==> src/design/yrd_pkg.sv <==
`default_nettype none
package yrd_pkg;

	// frame size limit and derived widths
	localparam int MAX_DIMENSION = 1024;
	localparam int MAX_EVEN      = (MAX_DIMENSION / 2) * 2;
	localparam int DIM_W         = $clog2(MAX_DIMENSION + 1);
	localparam int CFG_W         = 11;
	localparam int EXT_W         = (CFG_W > DIM_W) ? CFG_W : DIM_W;
	localparam int ACC_W         = 2 * DIM_W + 1;
	localparam int POS_W         = 10;
	localparam int QUEUE_DEPTH   = 4;

	// register reset values
	localparam logic [CFG_W-1:0] SRC_WIDTH_RST  = CFG_W'(160);
	localparam logic [CFG_W-1:0] SRC_HEIGHT_RST = CFG_W'(120);
	localparam logic [CFG_W-1:0] DST_WIDTH_RST  = CFG_W'(32);
	localparam logic [CFG_W-1:0] DST_HEIGHT_RST = CFG_W'(24);

	// register indexes
	typedef enum logic [1:0] {
		REG_SRC_WIDTH,
		REG_SRC_HEIGHT,
		REG_DST_WIDTH,
		REG_DST_HEIGHT
	} cfg_index_t;

	// one input item: a yuyv macropixel
	typedef struct packed {
		logic [7:0] luma_first;
		logic [7:0] chroma_blue;
		logic [7:0] luma_second;
		logic [7:0] chroma_red;
	} yuyv_pair_t;

	// one result item: a kept rgb pixel
	typedef struct packed {
		logic [7:0]       red;
		logic [7:0]       green;
		logic [7:0]       blue;
		logic [POS_W-1:0] out_column;
		logic [POS_W-1:0] out_row;
		logic             last_of_item;
		logic             end_of_frame;
	} rgb_pixel_t;

	// decimation verdict for one pixel of a pair
	typedef struct packed {
		logic             keep;
		logic [POS_W-1:0] column;
		logic [POS_W-1:0] row;
		logic             eof;
	} pixel_tag_t;

	// classified item passed from front to back
	typedef struct packed {
		yuyv_pair_t pair;
		pixel_tag_t tag0;
		pixel_tag_t tag1;
	} queue_entry_t;

endpackage
`default_nettype wire

==> src/design/yrd_front.sv <==
`default_nettype none
module yrd_front import yrd_pkg::*; (
	input  wire logic         clk,
	input  wire logic         arst_n,
	input  wire logic         push,
	output logic              full,
	input  wire yuyv_pair_t   pair,
	input  wire logic         cfg_we,
	input  wire cfg_index_t   cfg_index,
	input  wire logic [CFG_W-1:0] cfg_data,
	input  wire logic         q_full,
	output logic              q_push,
	output queue_entry_t      q_entry
);

	typedef struct packed {
		logic [DIM_W-1:0]        sc;
		logic [DIM_W-1:0]        sr;
		logic [DIM_W-1:0]        ndc;
		logic [DIM_W-1:0]        ndr;
		logic signed [ACC_W-1:0] cacc;
		logic signed [ACC_W-1:0] racc;
		logic                    row_kept;
	} dec_state_t;

	localparam dec_state_t DEC_RESET = '{
		sc: '0, sr: '0, ndc: '0, ndr: '0, cacc: '0, racc: '0, row_kept: 1'b1
	};

	logic [CFG_W-1:0] src_width_q, src_height_q, dst_width_q, dst_height_q;
	logic [EXT_W-1:0] sw_x, sh_x, dw_x, dh_x;
	logic [DIM_W-1:0] sw, sh, dw, dh;
	dec_state_t       st_q, st_mid, st_next;
	pixel_tag_t       tag0, tag1;
	logic             accept;

	// one pixel of the decimation walk
	function automatic dec_state_t step(
		input  dec_state_t       s,
		input  logic [DIM_W-1:0] w_src,
		input  logic [DIM_W-1:0] h_src,
		input  logic [DIM_W-1:0] w_dst,
		input  logic [DIM_W-1:0] h_dst,
		output pixel_tag_t       tag
	);
		dec_state_t              n;
		logic [DIM_W:0]          col_inc;
		logic [DIM_W:0]          row_inc;
		logic signed [ACC_W-1:0] sw_a, sh_a, dw_a, dh_a;
		n = s;
		sw_a = ACC_W'($signed({1'b0, w_src}));
		sh_a = ACC_W'($signed({1'b0, h_src}));
		dw_a = ACC_W'($signed({1'b0, w_dst}));
		dh_a = ACC_W'($signed({1'b0, h_dst}));
		tag.keep = 1'b0;
		tag.column = POS_W'(s.ndc);
		tag.row = POS_W'(s.ndr);
		tag.eof = (s.ndc == w_dst - 1'b1) && (s.ndr == h_dst - 1'b1);
		if (s.row_kept && (s.ndc < w_dst) && !s.cacc[ACC_W-1] && (s.cacc < dw_a)) begin
			tag.keep = 1'b1;
			n.ndc = s.ndc + 1'b1;
			n.cacc = s.cacc + sw_a;
		end
		n.cacc = n.cacc - dw_a;
		col_inc = {1'b0, s.sc} + 1'b1;
		row_inc = {1'b0, s.sr} + 1'b1;
		if (col_inc >= {1'b0, w_src}) begin
			// row end
			n.sc = '0;
			n.ndc = '0;
			n.cacc = '0;
			if (row_inc >= {1'b0, h_src}) begin
				n = DEC_RESET;
			end else begin
				if (s.row_kept) begin
					n.ndr = s.ndr + 1'b1;
					n.racc = s.racc + sh_a;
				end
				n.sr = row_inc[DIM_W-1:0];
				n.racc = n.racc - dh_a;
				n.row_kept = (n.ndr < h_dst) && !n.racc[ACC_W-1] && (n.racc < dh_a);
			end
		end else begin
			n.sc = col_inc[DIM_W-1:0];
		end
		return n;
	endfunction

	// configuration registers
	always_ff @(posedge clk or negedge arst_n) begin
		if (!arst_n) begin
			src_width_q  <= SRC_WIDTH_RST;
			src_height_q <= SRC_HEIGHT_RST;
			dst_width_q  <= DST_WIDTH_RST;
			dst_height_q <= DST_HEIGHT_RST;
		end else if (cfg_we) begin
			case (cfg_index)
				REG_SRC_WIDTH:  src_width_q  <= cfg_data;
				REG_SRC_HEIGHT: src_height_q <= cfg_data;
				REG_DST_WIDTH:  dst_width_q  <= cfg_data;
				REG_DST_HEIGHT: dst_height_q <= cfg_data;
				default: ;
			endcase
		end
	end

	// effective frame sizes after clamping
	always_comb begin
		sw_x = EXT_W'(src_width_q) & ~EXT_W'(1);
		if (sw_x < EXT_W'(2)) sw_x = EXT_W'(2);
		else if (sw_x > EXT_W'(MAX_EVEN)) sw_x = EXT_W'(MAX_EVEN);
		sh_x = EXT_W'(src_height_q);
		if (sh_x < EXT_W'(1)) sh_x = EXT_W'(1);
		else if (sh_x > EXT_W'(MAX_DIMENSION)) sh_x = EXT_W'(MAX_DIMENSION);
		dw_x = EXT_W'(dst_width_q);
		if (dw_x < EXT_W'(1)) dw_x = EXT_W'(1);
		else if (dw_x > sw_x) dw_x = sw_x;
		dh_x = EXT_W'(dst_height_q);
		if (dh_x < EXT_W'(1)) dh_x = EXT_W'(1);
		else if (dh_x > sh_x) dh_x = sh_x;
		sw = DIM_W'(sw_x);
		sh = DIM_W'(sh_x);
		dw = DIM_W'(dw_x);
		dh = DIM_W'(dh_x);
	end

	// classify both pixels of the pair
	always_comb begin
		st_mid  = step(st_q, sw, sh, dw, dh, tag0);
		st_next = step(st_mid, sw, sh, dw, dh, tag1);
	end

	assign full    = q_full;
	assign accept  = push && !q_full;
	assign q_push  = accept && (tag0.keep || tag1.keep);
	assign q_entry = '{pair: pair, tag0: tag0, tag1: tag1};

	// decimation state
	always_ff @(posedge clk or negedge arst_n) begin
		if (!arst_n) begin
			st_q <= DEC_RESET;
		end else if (accept) begin
			st_q <= st_next;
		end
	end

endmodule
`default_nettype wire

==> src/design/yrd_queue.sv <==
`default_nettype none
module yrd_queue import yrd_pkg::*; (
	input  wire logic         clk,
	input  wire logic         arst_n,
	input  wire logic         wr_en,
	input  wire queue_entry_t wr_data,
	output logic              full,
	input  wire logic         rd_en,
	output queue_entry_t      rd_data,
	output logic              empty
);

	// depth is a power of two so the pointers wrap by themselves
	localparam int PTR_W = $clog2(QUEUE_DEPTH);

	queue_entry_t     slots_q [QUEUE_DEPTH];
	logic [PTR_W-1:0] wr_ptr_q, rd_ptr_q;
	logic [PTR_W:0]   count_q;
	logic             do_wr, do_rd;

	assign full    = (count_q == (PTR_W + 1)'(QUEUE_DEPTH));
	assign empty   = (count_q == '0);
	assign do_wr   = wr_en && !full;
	assign do_rd   = rd_en && !empty;
	assign rd_data = slots_q[rd_ptr_q];

	// entry storage
	always_ff @(posedge clk) begin
		if (do_wr) slots_q[wr_ptr_q] <= wr_data;
	end

	// pointers and fill count
	always_ff @(posedge clk or negedge arst_n) begin
		if (!arst_n) begin
			wr_ptr_q <= '0;
			rd_ptr_q <= '0;
			count_q  <= '0;
		end else begin
			if (do_wr) wr_ptr_q <= wr_ptr_q + 1'b1;
			if (do_rd) rd_ptr_q <= rd_ptr_q + 1'b1;
			case ({do_wr, do_rd})
				2'b10:   count_q <= count_q + 1'b1;
				2'b01:   count_q <= count_q - 1'b1;
				default: count_q <= count_q;
			endcase
		end
	end

endmodule
`default_nettype wire

==> src/design/yrd_back.sv <==
`default_nettype none
module yrd_back import yrd_pkg::*; (
	input  wire logic         clk,
	input  wire logic         arst_n,
	input  wire logic         q_empty,
	input  wire queue_entry_t q_entry,
	output logic              q_pop,
	output logic              empty,
	input  wire logic         pop,
	output rgb_pixel_t        pixel
);

	queue_entry_t     cur_s1;
	logic [1:0]       pend_q, pend_after;
	rgb_pixel_t       out_q, conv;
	logic             out_valid_q, free, emit, sel1;
	logic [7:0]       y_sel;
	pixel_tag_t       tag_sel;
	logic signed [8:0]  c, d, e;
	logic signed [19:0] r_sum, g_sum, b_sum;

	// floor by 256 and clamp to a byte
	function automatic logic [7:0] clamp8(input logic signed [19:0] sum);
		logic signed [11:0] q;
		q = 12'(sum >>> 8);
		if (q < 12'sd0) return 8'd0;
		else if (q > 12'sd255) return 8'd255;
		else return q[7:0];
	endfunction

	assign free  = !out_valid_q || pop;
	assign emit  = free && (pend_q != 2'b00);
	assign sel1  = !pend_q[0];

	// pending pixels once this cycle's one is sent
	always_comb begin
		pend_after = pend_q;
		if (emit) begin
			if (pend_q[0]) pend_after[0] = 1'b0;
			else pend_after[1] = 1'b0;
		end
	end

	assign q_pop = !q_empty && (pend_after == 2'b00);

	// bt.601 conversion of the selected pixel
	always_comb begin
		y_sel   = sel1 ? cur_s1.pair.luma_second : cur_s1.pair.luma_first;
		tag_sel = sel1 ? cur_s1.tag1 : cur_s1.tag0;
		c = $signed({1'b0, y_sel}) - 9'sd16;
		d = $signed({1'b0, cur_s1.pair.chroma_blue}) - 9'sd128;
		e = $signed({1'b0, cur_s1.pair.chroma_red}) - 9'sd128;
		r_sum = 20'sd298 * 20'(c) + 20'sd409 * 20'(e) + 20'sd128;
		g_sum = 20'sd298 * 20'(c) - 20'sd100 * 20'(d) - 20'sd208 * 20'(e) + 20'sd128;
		b_sum = 20'sd298 * 20'(c) + 20'sd516 * 20'(d) + 20'sd128;
		conv.red          = clamp8(r_sum);
		conv.green        = clamp8(g_sum);
		conv.blue         = clamp8(b_sum);
		conv.out_column   = tag_sel.column;
		conv.out_row      = tag_sel.row;
		conv.last_of_item = sel1 || !pend_q[1];
		conv.end_of_frame = tag_sel.eof;
	end

	// current item payload and output pixel register
	always_ff @(posedge clk) begin
		if (q_pop) cur_s1 <= q_entry;
		if (emit) out_q <= conv;
	end

	// pending flags and output valid
	always_ff @(posedge clk or negedge arst_n) begin
		if (!arst_n) begin
			pend_q      <= 2'b00;
			out_valid_q <= 1'b0;
		end else begin
			pend_q <= q_pop ? {q_entry.tag1.keep, q_entry.tag0.keep} : pend_after;
			if (emit) out_valid_q <= 1'b1;
			else if (pop) out_valid_q <= 1'b0;
		end
	end

	assign empty = !out_valid_q;
	assign pixel = out_q;

endmodule
`default_nettype wire

==> src/design/yuyv_to_rgb_downscaler_core.sv <==
`default_nettype none
// yuyv to rgb downscaler
// input channel: a yuyv macropixel (pair) is taken at an edge with push high
// and full low. items arrive in raster order of the source frame.
// result channel: while empty is low the oldest kept rgb pixel is on pixel;
// it is taken at an edge with pop high. each item gives 0, 1 or 2 pixels,
// first pixel first, last_of_item on the final one of the item.
// configuration: cfg_we writes cfg_data into register cfg_index at once
// (source width, source height, destination width, destination height).
// path: an item's first pixel passes a queue slot, the back-end item register
// and the output register. throughput: one item per cycle while pop is high,
// for items keeping at most one pixel; one keeping two is held back by the
// single-pixel output register. a 4-entry queue separates the classifying
// front end from the colour back end; items that keep no pixel never enter it.
// when pop stays low the output holds, the queue fills and full rises.
// reset clears the frame position, queue and output and reloads the
// registers with 160x120 to 32x24; no clearing pass is needed.
module yuyv_to_rgb_downscaler_core import yrd_pkg::*; (
	input  wire logic             clk,
	input  wire logic             arst_n,
	input  wire logic             push,
	output logic                  full,
	input  wire yuyv_pair_t       pair,
	output logic                  empty,
	input  wire logic             pop,
	output rgb_pixel_t            pixel,
	input  wire logic             cfg_we,
	input  wire cfg_index_t       cfg_index,
	input  wire logic [CFG_W-1:0] cfg_data
);

	logic         q_push, q_full, q_pop, q_empty;
	queue_entry_t q_wr_entry, q_rd_entry;

	yrd_front u_front (
		.clk       (clk),
		.arst_n    (arst_n),
		.push      (push),
		.full      (full),
		.pair      (pair),
		.cfg_we    (cfg_we),
		.cfg_index (cfg_index),
		.cfg_data  (cfg_data),
		.q_full    (q_full),
		.q_push    (q_push),
		.q_entry   (q_wr_entry)
	);

	yrd_queue u_queue (
		.clk     (clk),
		.arst_n  (arst_n),
		.wr_en   (q_push),
		.wr_data (q_wr_entry),
		.full    (q_full),
		.rd_en   (q_pop),
		.rd_data (q_rd_entry),
		.empty   (q_empty)
	);

	yrd_back u_back (
		.clk     (clk),
		.arst_n  (arst_n),
		.q_empty (q_empty),
		.q_entry (q_rd_entry),
		.q_pop   (q_pop),
		.empty   (empty),
		.pop     (pop),
		.pixel   (pixel)
	);

endmodule
`default_nettype wire

==> config.mk <==
export PLATFORM = sky130hd
export DESIGN_NAME = yuyv_to_rgb_downscaler_core
export DESIGN_NICKNAME = d
export VERILOG_FILES = /design/src/design/yrd_pkg.sv /design/src/design/yrd_front.sv /design/src/design/yrd_queue.sv /design/src/design/yrd_back.sv /design/src/design/yuyv_to_rgb_downscaler_core.sv
export SDC_FILE = /design/constraint.sdc
export NUM_CORES = 2
export LEC_CHECK = 0
export BUFFER_PORTS_ARGS = -buffer_cell sky130_fd_sc_hd__buf_2
export CORE_AREA = 10 10 286 288
export CTS_CLUSTER_SIZE = 8
export DETAILED_ROUTE_END_ITERATION = 10
export DIE_AREA = 0 0 296 298
export GPL_ROUTABILITY_DRIVEN = 0
export GPL_TIMING_DRIVEN = 0
export PLACE_DENSITY_LB_ADDON = 0.2
export SYNTH_ARGS = -nofsm -noshare
export SYNTH_HDL_FRONTEND = slang
export SYNTH_SLANG_ARGS = --single-unit
==> constraint.sdc <==
create_clock -name clk -period 11 [get_ports clk]
set_input_delay 1.1 -clock clk [delete_from_list [all_inputs] [get_ports clk]]
set_output_delay 1.1 -clock clk [all_outputs]
set_load 0.03 [all_outputs]
# Word-level counts from Yosys, hierarchy flattened
# Memories as Yosys holds them, arrays and structs flattened.
# Cells that the tools add are included.
[op_classes]
div = 0
bitwise = 0
n_mul = 5
muxes = 49
reduce_logical = 40
add_sub_neg = 32
n_lt_le_gt_ge = 26
n_eq_ne = 10
n_shift = 0
[op_table]
columns = ["cell", "n"]
rows = [
  ["2-to-1 mux 11 bit", 22],
  ["2-to-1 mux 23 bit", 8],
  ["2-to-1 mux 80 bit", 2],
  ["adder 23 x 12 -> 23 bit", 4],
  ["less-than comparator 23 x 12 -> 1 bit", 4],
  ["subtractor 23 x 12 -> 23 bit", 4],
  ["adder 20 x 9 -> 20 bit, second input constant", 3],
  ["adder 11 x 1 -> 12 bit, second input constant", 4],
  [">= comparator 12 x 11 -> 1 bit", 4],
  ["2-to-1 mux 24 bit", 2],
  ["adder 11 x 1 -> 11 bit, second input constant", 4],
  ["equality test 11 bit", 4],
  ["less-than comparator 11 bit", 4],
  ["adder 20 bit", 2],
  ["subtractor 20 bit", 2],
  ["> comparator 12 x 9 -> 1 bit, second input constant", 3],
  ["less-than comparator 12 x 1 -> 1 bit, second input constant", 3],
  ["multiplier 9 x 9 -> 18 bit, first input constant", 2],
  ["less-than comparator 11 x 1 -> 1 bit, second input constant", 3],
  ["2-to-1 mux 8 bit", 4],
  ["> comparator 11 bit", 2],
  ["> comparator 11 bit, second input constant", 2],
  ["subtractor 11 x 1 -> 11 bit, second input constant", 2],
  ["2-to-1 mux 21 bit", 1],
  ["other kinds (22)", 67],
]
[word_totals]
output_inout_bits = 48
ramBits = 304
wordCells = 196
mem_bits_ro = 0
ff_bits = 265
mem_count = 1
in_bits = 50
latch_bits = 0
[memory_table]
columns = ["memory", "depth", "width", "rd", "rd_clocked_by_memory_dff", "write_ports", "line", "source"]
rows = [
  ["u_queue.slots_q", 4, 76, 1, 0, 1, "yrd_queue.sv:16", "queue_entry_t slots_q [QUEUE_DEPTH];"],
]

# Logic depth before layout (Yosys ltp)
[depth]
depth_word = 23
mapped_depth = 60
depth_no_buf = 57

# Modules after synthesis
# From an unflattened synthesis, not the netlist that was laid out.
[unflattened]
cells_unflattened = 3887
hier_area_um2 = 42122.9
[by_module_without_submodules]
columns = ["mod", "cells_each", "n_inst", "area_per_inst_um2"]
rows = [
  ["yrd_front", 2484, 1, 19518.7],
  ["yrd_queue", 436, 1, 11377.2],
  ["yrd_back", 967, 1, 11227.0],
]

# Least setup slack after synthesis
# OpenSTA, ideal clock, no wires.
[synth_timing]
path_type = "register -> register"
start = "register u_front.src_width_q[2]"
end = "register u_front.st_q[46] (netlist name)"
synth_period_minus_slack_ns = 11.160
arrival_ns = 11.064
slack_ns = -0.160
t_required_ns = 10.904
path_stages_with_launch = 56
setup_ns = 0.096
path_cell_list = "dfrtp_1 nor4_1 a21oi_1 nor2_1 ha_1 nor2b_1 o21a_1 o21a_1 o21ai_0 a31oi_1 o21ai_0 buf_1 mux2i_1 or2_2 ha_1 nor2b_1 o21a_1 o21a_1 [... 20 more ...] or4_4 buf_2 mux2_2 fa_1 a21o_1 a21oi_1 o21ai_0 a21oi_1 o21bai_1 a21oi_1 o21bai_1 a21oi_1 nor2_1 nor2_1 o21ai_1 nor4_1 xor2_1 o31ai_1"
[synth_via]
elab_chain_len = 19
[synth_lines]
columns = ["element", "line", "source"]
rows = [
  ["start: declaration", "yrd_front.sv:30", "logic [CFG_W-1:0] src_width_q, src_height_q, dst_width_q, dst_height_q;"],
  ["start signal: assignment", "yrd_front.sv:98", "REG_SRC_WIDTH: src_width_q <= cfg_data;"],
  ["> comparator 11 bit", "yrd_front.sv:111", "else if (sw_x > EXT_W'(MAX_EVEN)) sw_x = EXT_W'(MAX_EVEN);"],
  ["2-to-1 mux 11 bit", "yrd_front.sv:111", ""],
  ["2-to-1 mux 11 bit *", "yrd_front.sv:110", "if (sw_x < EXT_W'(2)) sw_x = EXT_W'(2);"],
  ["branches (longest 15 deep; another with less-than comparator 23 x 12 -> 1 bit)", "--", ""],
  ["2-to-1 mux 80 bit *", "yrd_front.sv:67", "if (col_inc >= {1'b0, w_src}) begin"],
  ["end signal: assignment", "yrd_front.sv:143", "st_q <= st_next;"],
  ["end: declaration", "yrd_front.sv:33", "dec_state_t st_q, st_mid, st_next;"],
]
# Mark *: on every way between the ends.
# A chain may end at the register's enable or synchronous reset.

# Final worst setup path
[layout_timing]
start = "register u_front.src_height_q[5]"
end = "register u_front.st_q[0] (netlist name)"
[layout_via]
elab_chain_len = 22
[layout_lines]
columns = ["element", "line", "source"]
rows = [
  ["start: declaration", "yrd_front.sv:30", ""],
  ["start signal: assignment", "yrd_front.sv:99", "REG_SRC_HEIGHT: src_height_q <= cfg_data;"],
  ["> comparator 11 bit", "yrd_front.sv:114", "else if (sh_x > EXT_W'(MAX_DIMENSION)) sh_x = EXT_W'(MAX_DIMENSION);"],
  ["2-to-1 mux 11 bit", "yrd_front.sv:114", ""],
  ["2-to-1 mux 11 bit *", "yrd_front.sv:113", "if (sh_x < EXT_W'(1)) sh_x = EXT_W'(1);"],
  ["branches (longest 18 deep; another with adder 23 x 12 -> 23 bit)", "--", ""],
  ["2-to-1 mux 80 bit *", "yrd_front.sv:67", ""],
]
# Mark *: on every way between the ends. The select of a mux whose other input is x is not followed.

==> summary.txt <==
Outcome
  • Status: finished with violations
  • Violated checks: max-capacitance violations

Yosys
  • Mapped cell area: 41600 um2
  • Number of synthesized register bits: 568
  • Cells after synthesis: 3839
  • Async SR Flop Fraction: 25.4%
  • Post-synth top flop: edfxtp_1
  • Mapped Avg Cell Area: 10.8 um2
  • Synth unique cells: 109
  • Number of synthesized flops with an enable pin: 424
  • Seq/Total Area, Yosys: 39.3%
  • Syn nets: 4467
  • Ys Warns: 0

Hold path
  • Hold Path Class: input port to async pin

Global route
  • Pin count of the biggest net entering global routing: 93
  • First-pass GRT wire length: 178000 um
  • GRT Overall Usage: 25.7%
  • GRT Residual Overflow: 0
  • Antenna violations before repair: 3
  • Vias in the first global route: 31600

Setup path
  • R2R cell count: 54
  • WP data required: 11.52 ns
  • Max stage delay on crit path: 0.52 ns
  • CP Capture Type: register
  • Reg-to-reg critical path startpoint: u_front.src_height_q[5]
  • Worst path slowest cell: or4_4
  • Worst-path maximum fanout: 7
  • Reg2Reg Setup Slack: 0.03 ns
  • Critical path data arrival time: 11.49 ns
  • Startpoint Class: register
  • WS Path Type: register to register
  • Crit Reg-Reg Endpoint: u_front.st_q[0]

Clock tree
  • CTS Buffer Depth: 3
  • CTS H-Tree Depth: 3
  • Cts hold-fix bufs: 0
  • Clock latency on the worst-skew pair: 0.65 ns
  • Root buffer cell: clkbuf_16
  • CTS buffer count: 82
  • Sink Count: 568
  • TritonCTS clock tree: done
  • Clock slew at reported path FFs: 0.05 ns

Placement
  • Place WS: -2.62 ns
  • Placement Cell Area: 43500 um2
  • Final HPWL DP: 84000 um
  • Number of port buffers: 97
  • Placed cells: 4923

Layout
  • Final cell count without fillers: 5213
  • Commonest cells after routing, fill and taps aside: 499 x ha_1, 424 x edfxtp_1, 290 x inv_1
  • Most common cell after layout, fill and taps aside: ha_1
  • Layout area overhead: 15.9%
  • Post-route cell area: 48200 um2
  • Nets@finish: 4804
  • FILL cells: 5846
  • Layout cell share with drive strength beyond 1: 18.4%

Detailed routing
  • Final antenna-violating net count: 0
  • DR DRC count: 0
  • Vias/cell: 6.10
  • TritonRoute pass-1 iters: 6
  • Final WL: 116000 um
  • DR iter-0 viols: 2604
  • Vias: 31800
  • WL/cell: 22.2 um

Die
  • Std cell rows: 101
  • Initial Util: 54.9%
  • Die Wd: 296 um
  • Core area: 75700 um2
  • Die height: 298 um
  • Overall die area: 88200 um2
  • # IOs: 98

Timing
  • Pins Over Slew Limit: 0
  • Max Freq: 91.1 MHz
  • Fin crit period: 10.97 ns
  • Period Utilization, post-route: 99.8%
  • Final WS setup: 0.0260 ns
  • Final setup violation count: 0
  • Slew headroom: 1.63%
  • Worst Tran Pin Value: 1.45 ns
  • RSZ-0062 raised after global routing: yes
  • Final Skew: 0.0339 ns
  • Final hold viol count: 0

Flow run
  • # Max-Cap Violations: 1
==> metal layers <==
layer	vias up	share of wire (%)	wire, um	GRT usage [%]
met1	15400	39	45800	31.5
li1	14800	-	-	-
met4	4	5.3	6190	12.6
met3	330	6.4	7440	3.83
met5	-	0.021	24	0
met2	1249	49	56500	43.9
==> through the flow <==
stage,TNS (ns),hold slack [ns],utilization [%]
finish,0,0.440,63.7
global route,-2.08,0.463,63.7
CTS,0,0.432,62.6
detailed placement,-223.62,0.500,57.5
global placement,-948.75,0.492,57.2
floorplan,0,0.463,-
==> layout make-up <==
class                   instances  area (um2)  share of cell area (%)
flip-flops and latches        568       16400                    33.9
plain buffers                 124         603                    1.25
clock buffers                 133        2290                    4.76
diodes                          2        5.00                  0.0104
multi-input cells            2837       24500                    50.8
repair buffers                256        1860                    3.86
well taps                     978        1220                    2.54
inverters                     307        1180                    2.45
clock inverters                 8         191                   0.397
==> worst max-delay path, delay by kind of cell (launching register included) <==
kind | cells | cell delay [ns]
multiplexers | 1 | 0.37
adder cells (fa/ha/maj) | 6 | 1.69
AO/OA/AOI/OAI | 28 | 4.83
buffers and inverters | 6 | 0.81
flip-flops | 1 | 0.38
AND/OR/NAND/NOR | 12 | 2.51
XOR/XNOR | 1 | 0.17
==> cell families after synthesis <==
family	after synthesis	synth area share [%]
and+or+nand+nor	931	11.1
AOI/OAI and AO/OA	817	13.1
adders and majority gates	578	18.5
DFF	568	39.3
buffers and inverters	434	4.00
xor gates and xnor gates	312	6.64
muxes	199	7.33
==> sequential cells by signal, summed over array words and instances (netlist names), 3 cells and up <==
| signal | count |
|---|---|
| u_queue.slots_q | 304 |
| u_back.cur_s1 | 74 |
| u_front.st_q | 71 |
| u_back.pixel | 46 |
| u_front.q_entry | 20 |
| u_front.dst_height_q | 11 |
| u_front.dst_width_q | 11 |
| u_front.src_height_q | 11 |
| u_front.src_width_q | 10 |
| u_queue.count_q | 3 |
==> worst max path at each step <==
stage          slack, ns                      to               startpoint  depth (start not counted)
6_report            0.03         u_front.st_q[0]  u_front.src_height_q[5]                         54
5_1_grt            -0.39         u_front.st_q[0]  u_front.src_height_q[5]                         57
4_1_cts            0.003         u_front.st_q[0]  u_front.src_height_q[6]                         69
3_5_place_dp       -2.62         u_front.st_q[0]  u_front.src_height_q[3]                         51
3_3_place_gp       -2.99  u_queue.slots_q[1][65]   u_front.src_width_q[2]                         41
2_1_floorplan       0.06        u_front.st_q[46]   u_front.src_width_q[2]                         55
==> timing repair <==
item	4_1_cts	5_1_grt
resized for setup	172	109
buffers inserted	110	42
setup endpoints to repair	347	22
pin swaps	78	71
cloned	0	1
endpoints found under the hold margin	0	0
==> synthesized netlist by cell type, drive strengths merged, types with 8 or more instances <==
master	number	area, um2
xor2	89	787
nand4	32	206
nor3	88	467
or2	18	113
dfstp	10	263
a31o	9	78.8
nand2b	40	250
a21oi	199	1020
clkbuf	79	298
a211oi	21	185
xnor2	222	1950
mux2	83	935
o31ai	19	148
a21boi	10	75.1
dfrtp	134	3350
a2111oi	9	130
or3	25	166
and3	38	238
buf	48	213
o21bai	40	300
a22oi	27	203
a22o	13	114
inv	305	1140
o211ai	19	153
mux4	76	1710
ha	515	6440
edfxtp	424	12700
mux2i	40	400
and4	8	70.1
fa	63	1260
o21a	63	473
o21ai	205	1040
nand2	236	886
nor3b	11	82.6
nor4	34	225
nand3	63	320
a31oi	20	125
and2	21	131
nor2	243	912
o22ai	11	75.1
o41ai	11	115
or4	13	105
a21o	68	510
nor2b	40	250
Power is left out: the tool's default activity adds up to more than one toggle a clock period on the data nets, which glitch-free logic cannot reach.
